[config.mk]
export PLATFORM = sky130hd
export DESIGN_NAME = rtc_periodic_and_compare_events_unit_flat
export DESIGN_NICKNAME = d
export VERILOG_FILES = /design/src/rtl/core/rpce_pkg.sv /design/src/rtl/core/rpce_cmd_if.sv /design/src/rtl/core/rpce_evt_if.sv /design/src/rtl/core/rtc_periodic_and_compare_events_unit.sv /design/src/rtl/core/rpce_sched.sv /design/src/flat_wrapper.sv
export SDC_FILE = /design/constraint.sdc
export NUM_CORES = 2
export LEC_CHECK = 0
export BUFFER_PORTS_ARGS = -buffer_cell sky130_fd_sc_hd__buf_2
export CORE_ASPECT_RATIO = 1.4
export CORE_MARGIN = 4
export CORE_UTILIZATION = 55
export DETAILED_ROUTE_END_ITERATION = 10
export GPL_ROUTABILITY_DRIVEN = 1
export PLACE_DENSITY_LB_ADDON = 0.3
export SLEW_MARGIN = 10
export SYNTH_ARGS = -nofsm -noshare
export SYNTH_HDL_FRONTEND = slang
export SYNTH_SLANG_ARGS = --single-unit
[constraint.sdc]
create_clock -name clk -period 26.9 [get_ports clk]
set_input_delay 5.38 -clock clk [delete_from_list [all_inputs] [get_ports clk]]
set_output_delay 5.38 -clock clk [all_outputs]
set_load 0.02 [all_outputs]
[src/rtl/core/rpce_pkg.sv]
// Shared widths, request kinds and constants for the RTC periodic and compare event unit.
`default_nettype none

package rpce_pkg;

  localparam int COUNT_W  = 32;  // Tick counter and compare target width.
  localparam int KIND_W   = 2;
  localparam int SLOT_W   = 3;
  localparam int MASK_W   = 8;   // Width of the fire and armed bit fields.
  localparam int SUB_BITS = 7;   // Low count bits that pick the periodic rate.
  localparam int CFG_DW   = 32;
  localparam int CFG_AW   = 2;

  typedef enum logic [KIND_W-1:0] {
    KIND_TICK   = 2'd0,
    KIND_ARM    = 2'd1,
    KIND_DISARM = 2'd2
  } kind_t;

  localparam logic [CFG_AW-1:0] ADDR_PERIODIC_ENABLE = 2'd0;

endpackage

`default_nettype wire

[src/rtl/core/rpce_cmd_if.sv]
// Request channel carrying ticks and compare slot arm and disarm requests.
`default_nettype none

interface rpce_cmd_if;
  logic                             valid;
  logic                             ready;
  logic [rpce_pkg::KIND_W-1:0]      kind;
  logic [rpce_pkg::SLOT_W-1:0]      slot;
  logic [rpce_pkg::COUNT_W-1:0]     compare_value;

  modport source (output valid, kind, slot, compare_value, input ready);
  modport sink   (input valid, kind, slot, compare_value, output ready);
endinterface

`default_nettype wire

[src/rtl/core/rpce_evt_if.sv]
// Result channel carrying the fired events, the count and the armed slots.
`default_nettype none

interface rpce_evt_if;
  logic                             valid;
  logic                             ready;
  logic [rpce_pkg::MASK_W-1:0]      periodic_fire;
  logic [rpce_pkg::MASK_W-1:0]      compare_fire;
  logic [rpce_pkg::COUNT_W-1:0]     count_now;
  logic [rpce_pkg::MASK_W-1:0]      armed_mask;

  modport source (output valid, periodic_fire, compare_fire, count_now, armed_mask,
                  input ready);
  modport sink   (input valid, periodic_fire, compare_fire, count_now, armed_mask,
                  output ready);
endinterface

`default_nettype wire

[src/rtl/core/rtc_periodic_and_compare_events_unit.sv]
// Top level of the 128 Hz real-time counter with periodic and compare events.
`default_nettype none

// Usage: requests arrive on cmd. A tick request (kind 0) advances the 32-bit
// count; arm (kind 1) loads compare_value into a compare slot and arms it;
// disarm (kind 2) clears the slot's armed bit. Any other kind, or a slot index
// at or above COMPARE_SLOTS, changes nothing but still yields a result.
// Every request produces exactly one result on evt: the periodic rates and
// compare slots that fired, the count after the request and the armed slots.
// A compare slot fires on the tick after the count reached its target; the
// slots that fire are disarmed and the nearest armed target ahead is chosen.
// Timing: a request taken on cmd sits in the input register, where all of its
// work is done, and its result is registered into the result register and
// shown on evt. The block takes one request per cycle as long as evt is
// taken; a single pass through the state update and the slot comparator
// tree sets this rate. When evt stalls, the result register holds and the
// input register keeps one more request, after which cmd.ready falls. Reset
// (rst, synchronous) clears the count, the scheduled target, all compare
// slots, the periodic enable register and both valid flags.
// The periodic enable register sits at APB byte address 0 and reads back.
module rtc_periodic_and_compare_events_unit #(
  parameter int COMPARE_SLOTS = 8
) (
  input  wire logic                         clk,
  input  wire logic                         rst,
  rpce_cmd_if.sink                          cmd,
  rpce_evt_if.source                        evt,
  input  wire logic                         psel,
  input  wire logic                         penable,
  input  wire logic                         pwrite,
  input  wire logic [rpce_pkg::CFG_AW-1:0]  paddr,
  input  wire logic [rpce_pkg::CFG_DW-1:0]  pwdata,
  output logic      [rpce_pkg::CFG_DW-1:0]  prdata,
  output logic                              pready
);

  localparam int W  = rpce_pkg::COUNT_W;
  localparam int MW = rpce_pkg::MASK_W;

  // Configuration register. The user must write it only while the block is idle; the block does not enforce this.
  logic [MW-1:0] periodic_enable;

  assign pready = 1'b1;

  always_ff @(posedge clk) begin
    if (rst) begin
      periodic_enable <= '0;
    end else if (psel && penable && pwrite && pready &&
                 (paddr == rpce_pkg::ADDR_PERIODIC_ENABLE)) begin
      periodic_enable <= pwdata[MW-1:0];
    end
  end

  always_comb begin
    prdata = '0;
    if (paddr == rpce_pkg::ADDR_PERIODIC_ENABLE) begin
      prdata = {{(rpce_pkg::CFG_DW-MW){1'b0}}, periodic_enable};
    end
  end

  // Input register.
  logic                         s1_valid;
  logic [rpce_pkg::KIND_W-1:0]  s1_kind;
  logic [rpce_pkg::SLOT_W-1:0]  s1_slot;
  logic [W-1:0]                 s1_value;
  logic                         s1_adv;
  logic                         out_valid;

  assign s1_adv    = s1_valid && (!out_valid || evt.ready);
  assign cmd.ready = !s1_valid || s1_adv;

  always_ff @(posedge clk) begin
    if (rst) begin
      s1_valid <= 1'b0;
    end else if (cmd.ready) begin
      s1_valid <= cmd.valid;
    end
  end

  always_ff @(posedge clk) begin
    if (cmd.valid && cmd.ready) begin
      s1_kind  <= cmd.kind;
      s1_slot  <= cmd.slot;
      s1_value <= cmd.compare_value;
    end
  end

  // Counter and compare state.
  logic [W-1:0]         count;
  logic [W-1:0]         sched;
  logic [COMPARE_SLOTS-1:0] armed;
  logic [W-1:0]         target [COMPARE_SLOTS];

  logic [W-1:0]         count_next;
  logic [W-1:0]         sched_next;
  logic [COMPARE_SLOTS-1:0] armed_next;
  logic [W-1:0]         target_next [COMPARE_SLOTS];
  logic [COMPARE_SLOTS-1:0] fire;
  logic                 is_tick;
  logic                 hit;
  logic                 slot_ok;
  logic                 do_pick;
  logic                 found;
  logic [W-1:0]         chosen;
  logic [MW-1:0]        pfire;

  // The lowest set bit of the low count bits selects the rate; all zero selects
  // the 128 Hz slot, which also fires alongside every slower rate.
  function automatic logic [MW-1:0] periodic_for(logic [rpce_pkg::SUB_BITS-1:0] sub,
                                                 logic [MW-1:0] mask);
    logic [2:0]    rate;
    logic [MW-1:0] fired;
    rate = '0;
    for (int i = rpce_pkg::SUB_BITS - 1; i >= 0; i--) begin
      if (sub[i]) begin
        rate = 3'(i + 1);
      end
    end
    fired = mask & (MW'(1) << rate);
    if (rate != '0) begin
      fired[0] = mask[0];
    end
    return fired;
  endfunction

  always_comb begin
    is_tick    = (s1_kind == rpce_pkg::KIND_TICK);
    slot_ok    = (int'(s1_slot) < COMPARE_SLOTS) &&
                 ((s1_kind == rpce_pkg::KIND_ARM) || (s1_kind == rpce_pkg::KIND_DISARM));
    count_next = is_tick ? (count + W'(1)) : count;
    // The scheduled event is due on the tick after the count reached it.
    hit        = is_tick && (count_next == (sched + W'(1)));
    for (int i = 0; i < COMPARE_SLOTS; i++) begin
      fire[i]        = hit && armed[i] && (target[i] == sched);
      armed_next[i]  = armed[i] && !fire[i];
      target_next[i] = target[i];
      if (slot_ok && (int'(s1_slot) == i)) begin
        armed_next[i] = (s1_kind == rpce_pkg::KIND_ARM);
        if (s1_kind == rpce_pkg::KIND_ARM) begin
          target_next[i] = s1_value;
        end
      end
    end
    // A target that equals the count is still pending and is left alone.
    do_pick    = (hit || slot_ok) && (count_next != sched);
    sched_next = sched;
    if (do_pick) begin
      sched_next = found ? chosen : (count_next - W'(1));
    end
    pfire = is_tick ? periodic_for(count_next[rpce_pkg::SUB_BITS-1:0], periodic_enable)
                    : '0;
  end

  rpce_sched #(
    .SLOTS (COMPARE_SLOTS)
  ) u_sched (
    .next_count (count_next + W'(1)),
    .armed      (armed_next),
    .target     (target_next),
    .found      (found),
    .chosen     (chosen)
  );

  always_ff @(posedge clk) begin
    if (rst) begin
      count <= '0;
      sched <= '0;
      armed <= '0;
    end else if (s1_adv) begin
      count <= count_next;
      sched <= sched_next;
      armed <= armed_next;
    end
  end

  always_ff @(posedge clk) begin
    if (rst) begin
      target <= '{default: '0};
    end else if (s1_adv) begin
      target <= target_next;
    end
  end

  // Only the first eight slots are visible on the result fields.
  logic [MW-1:0] armed_lo;
  logic [MW-1:0] fire_lo;

  always_comb begin
    armed_lo = '0;
    fire_lo  = '0;
    for (int i = 0; i < MW; i++) begin
      if (i < COMPARE_SLOTS) begin
        armed_lo[i] = armed_next[i];
        fire_lo[i]  = fire[i];
      end
    end
  end

  // Result register.
  always_ff @(posedge clk) begin
    if (rst) begin
      out_valid <= 1'b0;
    end else if (s1_adv) begin
      out_valid <= 1'b1;
    end else if (evt.ready) begin
      out_valid <= 1'b0;
    end
  end

  always_ff @(posedge clk) begin
    if (s1_adv) begin
      evt.periodic_fire <= pfire;
      evt.compare_fire  <= fire_lo;
      evt.count_now     <= count_next;
      evt.armed_mask    <= armed_lo;
    end
  end

  assign evt.valid = out_valid;

  // A slot that fires is no longer armed in the same result.
  a_fired_disarmed: assert property (@(posedge clk) disable iff (rst)
    s1_adv |=> ((evt.compare_fire & evt.armed_mask) == '0))
    else $error("fired compare slot still armed");

  // Non-tick requests (arm, disarm and any other kind) never fire anything.
  a_quiet_non_tick: assert property (@(posedge clk) disable iff (rst)
    (s1_adv && !is_tick) |=> ((evt.periodic_fire == '0) && (evt.compare_fire == '0)))
    else $error("event fired on a non-tick request");

  // The count moves by one on a tick and holds otherwise.
  a_count_step: assert property (@(posedge clk) disable iff (rst)
    s1_adv |=> (count == ($past(is_tick) ? W'($past(count) + W'(1)) : $past(count))))
    else $error("count stepped wrongly");

  // Only slots that were armed before the request can fire.
  a_fire_was_armed: assert property (@(posedge clk) disable iff (rst)
    s1_adv |-> ((fire & ~armed) == '0))
    else $error("unarmed compare slot fired");

endmodule

`default_nettype wire

[src/rtl/core/rpce_sched.sv]
// Comparator tree that picks the armed compare slot nearest ahead of the next count.
`default_nettype none

module rpce_sched #(
  parameter int SLOTS = 8
) (
  input  wire logic [rpce_pkg::COUNT_W-1:0] next_count,
  input  wire logic [SLOTS-1:0]             armed,
  input  wire logic [rpce_pkg::COUNT_W-1:0] target [SLOTS],
  output logic                              found,
  output logic [rpce_pkg::COUNT_W-1:0]      chosen
);

  localparam int LEVELS = (SLOTS > 1) ? $clog2(SLOTS) : 0;
  localparam int NP     = 1 << LEVELS;
  localparam int NODES  = 2 * NP - 1;

  typedef struct packed {
    logic                         valid;
    logic [rpce_pkg::COUNT_W-1:0] ahead;
    logic [rpce_pkg::COUNT_W-1:0] tgt;
  } cand_t;

  // Ties go to the higher slot, so the right child wins when distances are equal.
  function automatic cand_t pick_later(cand_t lo, cand_t hi);
    if (hi.valid && (!lo.valid || (hi.ahead <= lo.ahead))) begin
      return hi;
    end
    return lo;
  endfunction

  cand_t node [NODES];

  for (genvar g = 0; g < NP; g++) begin : g_leaf
    if (g < SLOTS) begin : g_used
      assign node[NP-1+g] = '{valid: armed[g], ahead: target[g] - next_count, tgt: target[g]};
    end else begin : g_pad
      assign node[NP-1+g] = '0;
    end
  end

  for (genvar k = 0; k < NP - 1; k++) begin : g_node
    assign node[k] = pick_later(node[2*k+1], node[2*k+2]);
  end

  assign found  = node[0].valid;
  assign chosen = node[0].tgt;

endmodule

`default_nettype wire
[src/flat_wrapper.sv]
// flat-port wrapper written by rule: the top's interface ports become plain ports
module rtc_periodic_and_compare_events_unit_flat 
#(
  parameter int COMPARE_SLOTS = 8
)
  (clk, rst, psel, penable, pwrite, paddr, pwdata, prdata, pready, cmd_valid, cmd_kind, cmd_slot, cmd_compare_value, cmd_ready, evt_valid, evt_periodic_fire, evt_compare_fire, evt_count_now, evt_armed_mask, evt_ready);
  rpce_cmd_if cmd_i ();
  rpce_evt_if evt_i ();
  input  wire logic clk;
  input  wire logic rst;
  input  wire logic psel;
  input  wire logic penable;
  input  wire logic pwrite;
  input  wire logic [rpce_pkg::CFG_AW-1:0] paddr;
  input  wire logic [rpce_pkg::CFG_DW-1:0] pwdata;
  output logic      [rpce_pkg::CFG_DW-1:0] prdata;
  output logic pready;
  input wire logic [$bits(cmd_i.valid)-1:0] cmd_valid;
  input wire logic [$bits(cmd_i.kind)-1:0] cmd_kind;
  input wire logic [$bits(cmd_i.slot)-1:0] cmd_slot;
  input wire logic [$bits(cmd_i.compare_value)-1:0] cmd_compare_value;
  output wire logic [$bits(cmd_i.ready)-1:0] cmd_ready;
  output wire logic [$bits(evt_i.valid)-1:0] evt_valid;
  output wire logic [$bits(evt_i.periodic_fire)-1:0] evt_periodic_fire;
  output wire logic [$bits(evt_i.compare_fire)-1:0] evt_compare_fire;
  output wire logic [$bits(evt_i.count_now)-1:0] evt_count_now;
  output wire logic [$bits(evt_i.armed_mask)-1:0] evt_armed_mask;
  input wire logic [$bits(evt_i.ready)-1:0] evt_ready;
  assign cmd_i.valid = cmd_valid;
  assign cmd_i.kind = cmd_kind;
  assign cmd_i.slot = cmd_slot;
  assign cmd_i.compare_value = cmd_compare_value;
  assign cmd_ready = cmd_i.ready;
  assign evt_valid = evt_i.valid;
  assign evt_periodic_fire = evt_i.periodic_fire;
  assign evt_compare_fire = evt_i.compare_fire;
  assign evt_count_now = evt_i.count_now;
  assign evt_armed_mask = evt_i.armed_mask;
  assign evt_i.ready = evt_ready;
  rtc_periodic_and_compare_events_unit #(.COMPARE_SLOTS(COMPARE_SLOTS)) u_core (.clk(clk), .rst(rst), .cmd(cmd_i), .evt(evt_i), .psel(psel), .penable(penable), .pwrite(pwrite), .paddr(paddr), .pwdata(pwdata), .prdata(prdata), .pready(pready));
endmodule
# ---- Word-level counts from Yosys, hierarchy flattened
# Cells that the tools add are included.
dict set report totals {
  word_cells 199
  in_bits 78
  ff_bits 431
}
dict set report classes {
  n_eq_ne 19
  bitwise_logic 1
  shifts 1
  n_mux 58
  addsub 12
  order_cmp 7
  n_reduce_logical 80
}
# operator n
set op_table {}
lappend op_table {{$mux W65} 14}
lappend op_table {{$mux W32} 18}
lappend op_table {{$eq A32 B32 Y1} 9}
lappend op_table {{$sub A32 B32 Y32} 8}
lappend op_table {{$le A32 B32 Y1} 7}
lappend op_table {{$add A32 B1 Y32 const B} 3}
lappend op_table {{$logic_and A1 B1 Y1} 46}
lappend op_table {{$ne A32 B32 Y1} 1}
lappend op_table {{$sub A32 B1 Y32 const B} 1}
lappend op_table {{$mux W3} 7}
lappend op_table {{$mux W1} 18}
lappend op_table {{$logic_not A1 Y1} 17}
lappend op_table {{$eq A3 B3 Y1 const B} 4}
lappend op_table {{$logic_or A1 B1 Y1} 11}
lappend op_table {{$and A8 B8 Y8} 1}
lappend op_table {{$mux W8} 1}
lappend op_table {{$shl A1 B3 Y8 const A} 1}
lappend op_table {{$eq A3 B2 Y1 const B} 2}
lappend op_table {{$logic_not A2 Y1} 2}
lappend op_table {{$eq A3 B1 Y1 const B} 1}
lappend op_table {{$logic_not A3 Y1} 1}
lappend op_table {{$reduce_bool A3 Y1} 1}
lappend op_table {{$eq A2 B1 Y1 const B} 1}
lappend op_table {{$eq A2 B2 Y1 const B} 1}
lappend op_table {{other kinds (2)} 2}

# ---- Longest topological paths before layout
dict set report logic_depth {
  depth_word 25
  ltp_mapped 77
  mapped_depth_nobuf 69
}

# ---- Hierarchy
# Synthesis repeated with hierarchy kept, for this count alone.
dict set report unflattened {
  hier_cells 6191
  area_unflattened_um2 48537.8
}
# module area_each_um2 cells_per_inst instances
set modules_own_cells {}
lappend modules_own_cells {rtc_periodic_and_compare_events_unit 25619.6 3010 1}
lappend modules_own_cells {rpce_sched 22918.2 3181 1}

# ---- Worst setup path before layout
# OpenSTA, ideal clock, no wires.
dict set report synth_timing {
  path_type {register to register}
  from {register u_core.s1_kind[0] (netlist bit)}
  to {register u_core.sched[26]}
  path_slack_ps 12691
  stages_incl_launch_ff 76
  arrival_time_ps 14092
  synth_period_minus_slack_ps 14209
  cell_sequence {edfxtp_1 -> inv_1 -> ha_1 -> nand2_1 -> or2_2 -> clkbuf_1 -> nor2_1 -> clkbuf_1 -> clkbuf_1 -> mux2i_1 -> ha_1 -> inv_1 -> fa_1 -> a21o_1 -> a21oi_1 -> o21bai_1 -> a41o_1 -> o211a_1 -> [... 40 more ...] -> nor2_1 -> a21oi_1 -> ha_1 -> nor2b_1 -> o21a_1 -> o21a_1 -> o21a_1 -> o21a_1 -> o21a_1 -> o21a_1 -> o21ai_0 -> a21boi_0 -> o31ai_1 -> a32o_1 -> o21a_1 -> buf_2 -> o211ai_1 -> a22o_1}
}
dict set report synth_between {
  elab_chain_len 25
}
# element line_no
set synth_lines {}
lappend synth_lines {{start, declared} rtc_periodic_and_compare_events_unit.sv:63} ;# logic [rpce_pkg::KIND_W-1:0] s1_kind;
lappend synth_lines {{start signal, assigned} rtc_periodic_and_compare_events_unit.sv:82} ;# s1_kind <= cmd.kind;
lappend synth_lines {{branches (longest 25 deep; another with $add A32 B1 Y32)} -}
lappend synth_lines {{end signal, assigned} rtc_periodic_and_compare_events_unit.sv:171} ;# sched <= sched_next;
lappend synth_lines {{end, declared} rtc_periodic_and_compare_events_unit.sv:90} ;# logic [W-1:0] sched;
# Several ways; the timed one is not identified. The select of a mux whose other input is x is not followed.
# A chain may end at the register's enable or synchronous reset.

# ---- Worst setup path after layout
dict set report layout_timing {
  from {register u_core.s1_kind[0] (netlist bit)}
  to {register u_core.sched[16]}
}
# Same word-level chain as after synthesis.

==> impl_results.md <==
* Most repeated cell in the gate-level netlist after synthesis: nor2_1
* Iteration-0 DRC count of the detailed router at 6088
* Net total in the final layout at 6397
* Root Buffer Master: clkbuf_16
* P&R area growth vs syn at 6.416%
* Detail Route Antenna Nets at 0
* Seq cells post-synth at 431
* Quantity of I/O buffers inserted on ports at 119
* Placement Setup Slack at 6929 ps
* Wire length per cell after detailed routing at 30.47 microns
* Worst setup margin at 6291 ps
* Yosys top cell area share at 0.1429
* Min Hold Slack at 515.8 ps
* Critical Path Sink Type: flop
* Cell row count at 127
* Reg2reg start: u_core.s1_kind[0]$_DFFE_PP_
* Run status: finished, violations left
* Met3 demand-to-capacity share in global routing at 0.1343
* Global-route wire length before repair at 301.3 mm
* Hold buffer count at CTS at 0
* Tightest Hold Check Type: reg2reg
* Fraction of the core area covered by cells at the end of the flow at 0.5894
* Core outline area at 85490 sq um
* Fmax achieved at 48.52 MHz
* Count of max-cap constraint violations at 1
* Required time at the endpoint of the critical path at 27450 ps
* Share of async-settable or async-resettable flops after synthesis at 0
* Met1 track demand over resource in global routing at 0.5289
* Measured slew at the worst slew-check pin at 1583 ps
* Leak at 22.22 nW
* Hold path start: u_core.armed[5]$_SDFFE_PP0P_
* Number of setup buffers added after CTS at 0
* Post-route fraction of the period consumed by the critical path at 0.7661
* Setup total negative slack at 0 ps
* Synthesized netlist cell count at 5935
* Maximum clock insertion buffer count at 3
* Leading cell types by count after synthesis: nor2_1 (623), xnor2_1 (456), ha_1 (440)
* Via-to-Cell Ratio at 6.707
* Mapped cell area at 47350 sq um
* Count of unique library cells instantiated by Yosys at 112
* Final setup violation count at 0
* Number of pins with negative max-slew slack in the final report at 2
* Die height at 355.2 microns
* Hold Fails Final Rpt at 0
* Cell accounting for the most synthesized area: dfxtp_1
* PwrDens at 63.93 nW/um^2
* Number of remaining DRC errors at 0
* Htree depth at 2
* Via count of the routed design at 47021
* Post-synth top flop: dfxtp_1
* I/O pin total at 169
* Global-route layer with the greatest usage: met2
* Largest net degree at the start of global routing at 206
* Initial antenna violation count at 12
* Vias in the first global route at 44050
* Clock latency on the worst-skew pair at 650 ps
* Failing checks: max-capacitance violations, max-slew violations
* Die Footprint at 90920 sq um
* Number of clock sinks seen by CTS at 431
* Beginning of the critical path: u_core.s1_kind[0]$_DFFE_PP_
* Worst slew slack as a fraction of its limit at -0.06298
* Total congestion overflow after global routing at 0
* Post-Place Cell Area at 48860 sq um
* Cell area after layout at 50390 sq um
* Synthesis Warnings at 0
* Setup CP Type: reg2reg
* Final weighted congestion in routability-driven placement at 1.087
* Number of cells upsized or downsized after cts at 0
* Starting density of the core at 0.5539
* Post-synthesis average cell area at 7.978 sq um
* Setup repair after global routing missed its margin: no
* Arrival time worst endpoint at 21160 ps
* Number of synthesized flops with an enable pin at 93
* Maximum single-stage delay on the critical path at 1050 ps
* Half-perimeter wire length after detailed placement at 165.4 mm
* Total detailed-routing wirelength at 213.7 mm
* TritonCTS clock tree: built
* First-pass DRT Iterations at 7
* Met2 GRT Util at 0.6766
* All-layer global routing usage at 0.4505
* Main area contributors after synthesis: dfxtp_1 (14%), ha_1 (12%), xnor2_1 (8.4%), mux2i_1 (7.9%), edfxtp_1 (5.9%)
* Num CTS Buffers at 43
* Critical-path cell with the highest stage delay: nor3_1
* CP startpoint kind: flop
* CP most frequent cell: o21a_1
* Skew final at 34.12 ps
* Critical path peak fanout at 42
* Number of fill cells in the layout at 7962
* Tmin final at 20610 ps
* Worst supply voltage drop on vdd at 0.04516 mV
* Die X-Extent at 256.0 microns
* Clock transition at the registers of the reported paths at 70 ps
* Ratio of cells with drive above 1 in the final layout at 0.08060
* Fraction of the yosys area taken by sequential cells at 0.2019
-- cell families after synthesis --
logic type                 synth area share
and+or+nand+nor                      0.1729
other                             0.0001586
xor gates and xnor gates             0.1282
AOI/OAI and AO/OA                    0.2140
adders and majority gates            0.1250
muxes                               0.09499
buffers and inverters               0.06297
DFF                                  0.2019
-- power breakdown --
| group | switching, mW | total [mW] | internal (mW) |
|---|---|---|---|
| clock network | 0.297 | 0.651 | 0.354 |
| logic | 1.11 | 1.81 | 0.698 |
| registers | 0.0610 | 0.761 | 0.700 |
-- flip-flops by register name, indices dropped and copies added (netlist names) --
register	count
u_core.armed	8
u_core.count	32
u_core.evt.armed_mask	8
u_core.evt.compare_fire	8
u_core.evt.count_now	32
u_core.evt.periodic_fire	8
u_core.evt.valid	1
u_core.periodic_enable	8
u_core.s1_kind	2
u_core.s1_slot	3
u_core.s1_valid	1
u_core.s1_value	32
u_core.sched	32
u_core.target	256
-- area by class of cell --
type / instances / area [sq um] / share of cell area
Timing Repair Buffer: 224 / 1430 / 0.02838
Inverter: 374 / 1411 / 0.02801
Sequential cell: 431 / 9559 / 0.1897
Clock inverter: 21 / 246.5 / 0.004892
Tap cell: 1096 / 1371 / 0.02721
Antenna cell: 9 / 22.52 / 0.0004469
Clock buffer: 59 / 1196 / 0.02374
Multi-Input combinational cell: 4797 / 35150 / 0.6976
-- critical path: cells and delay by family (launching register included) --
kind / cells / cell delay, ps
compound gates: 34 / 9740
simple gates: 17 / 5480
fa+ha+maj: 5 / 2120
buf+inv: 6 / 1970
xor+xnor: 3 / 590
flops: 1 / 420
-- through the flow --
stage               total power, mW  cells
floorplan                     1.972   5958
global placement              2.482   6920
detailed placement            2.505   6920
CTS                           3.148   7000
global route                  3.380   7002
finish                        3.221   7011
-- cells in the final DEF, fill, tap and decap left out, types with 24 or more instances in the layout --
| master | synthesis | routed |
|---|---|---|
| o211ai_1 | 52 | 52 |
| nor2_1 | 623 | 617 |
| nor2b_1 | 57 | 56 |
| o31ai_1 | 27 | 27 |
| dfxtp_1 | 338 | 338 |
| and3_1 | 41 | 41 |
| mux2i_1 | 374 | 374 |
| a21o_1 | 164 | 164 |
| nor3_1 | 118 | 118 |
| a211oi_1 | 276 | 276 |
| nand2_1 | 309 | 307 |
| o21ai_0 | 240 | 240 |
| nor4_1 | 66 | 64 |
| nand2b_1 | 56 | 55 |
| mux2_2 | 66 | 66 |
| edfxtp_1 | 93 | 93 |
| conb_1 | 2 | 25 |
| or2_2 | 25 | 25 |
| o21bai_1 | 34 | 34 |
| nand4_1 | 153 | 153 |
| inv_1 | 364 | 364 |
| a31oi_1 | 28 | 28 |
| o21a_1 | 90 | 88 |
| clkbuf_16 | 0 | 43 |
| buf_4 | 31 | 101 |
| a22o_1 | 24 | 24 |
| or3_1 | 30 | 30 |
| and2_1 | 37 | 35 |
| a21oi_1 | 331 | 331 |
| ha_1 | 440 | 440 |
| xor2_1 | 203 | 198 |
| nand3_1 | 93 | 93 |
| buf_2 | 64 | 118 |
| xnor2_1 | 456 | 444 |
-- path summary, 6_finish.rpt --
kind	to	slack [ps]	cells after the start
worst max-delay path	u_core.sched[16]$_SDFFE_PP0P_	6290	65
worst min-delay path	u_core.armed[5]$_SDFFE_PP0P_	520	2
worst max register to register	u_core.sched[16]$_SDFFE_PP0P_	6290	65
worst min register to register	u_core.armed[5]$_SDFFE_PP0P_	520	2
-- per-layer routing --
metal | vias to the layer above | routed length (microns)
met5 | - | 5
met2 | 2764 | 89760
met1 | 22278 | 76950
met3 | 701 | 25060
met4 | 2 | 21880
li1 | 21276 | -
Note: power is estimated with default switching activity, not from simulation.
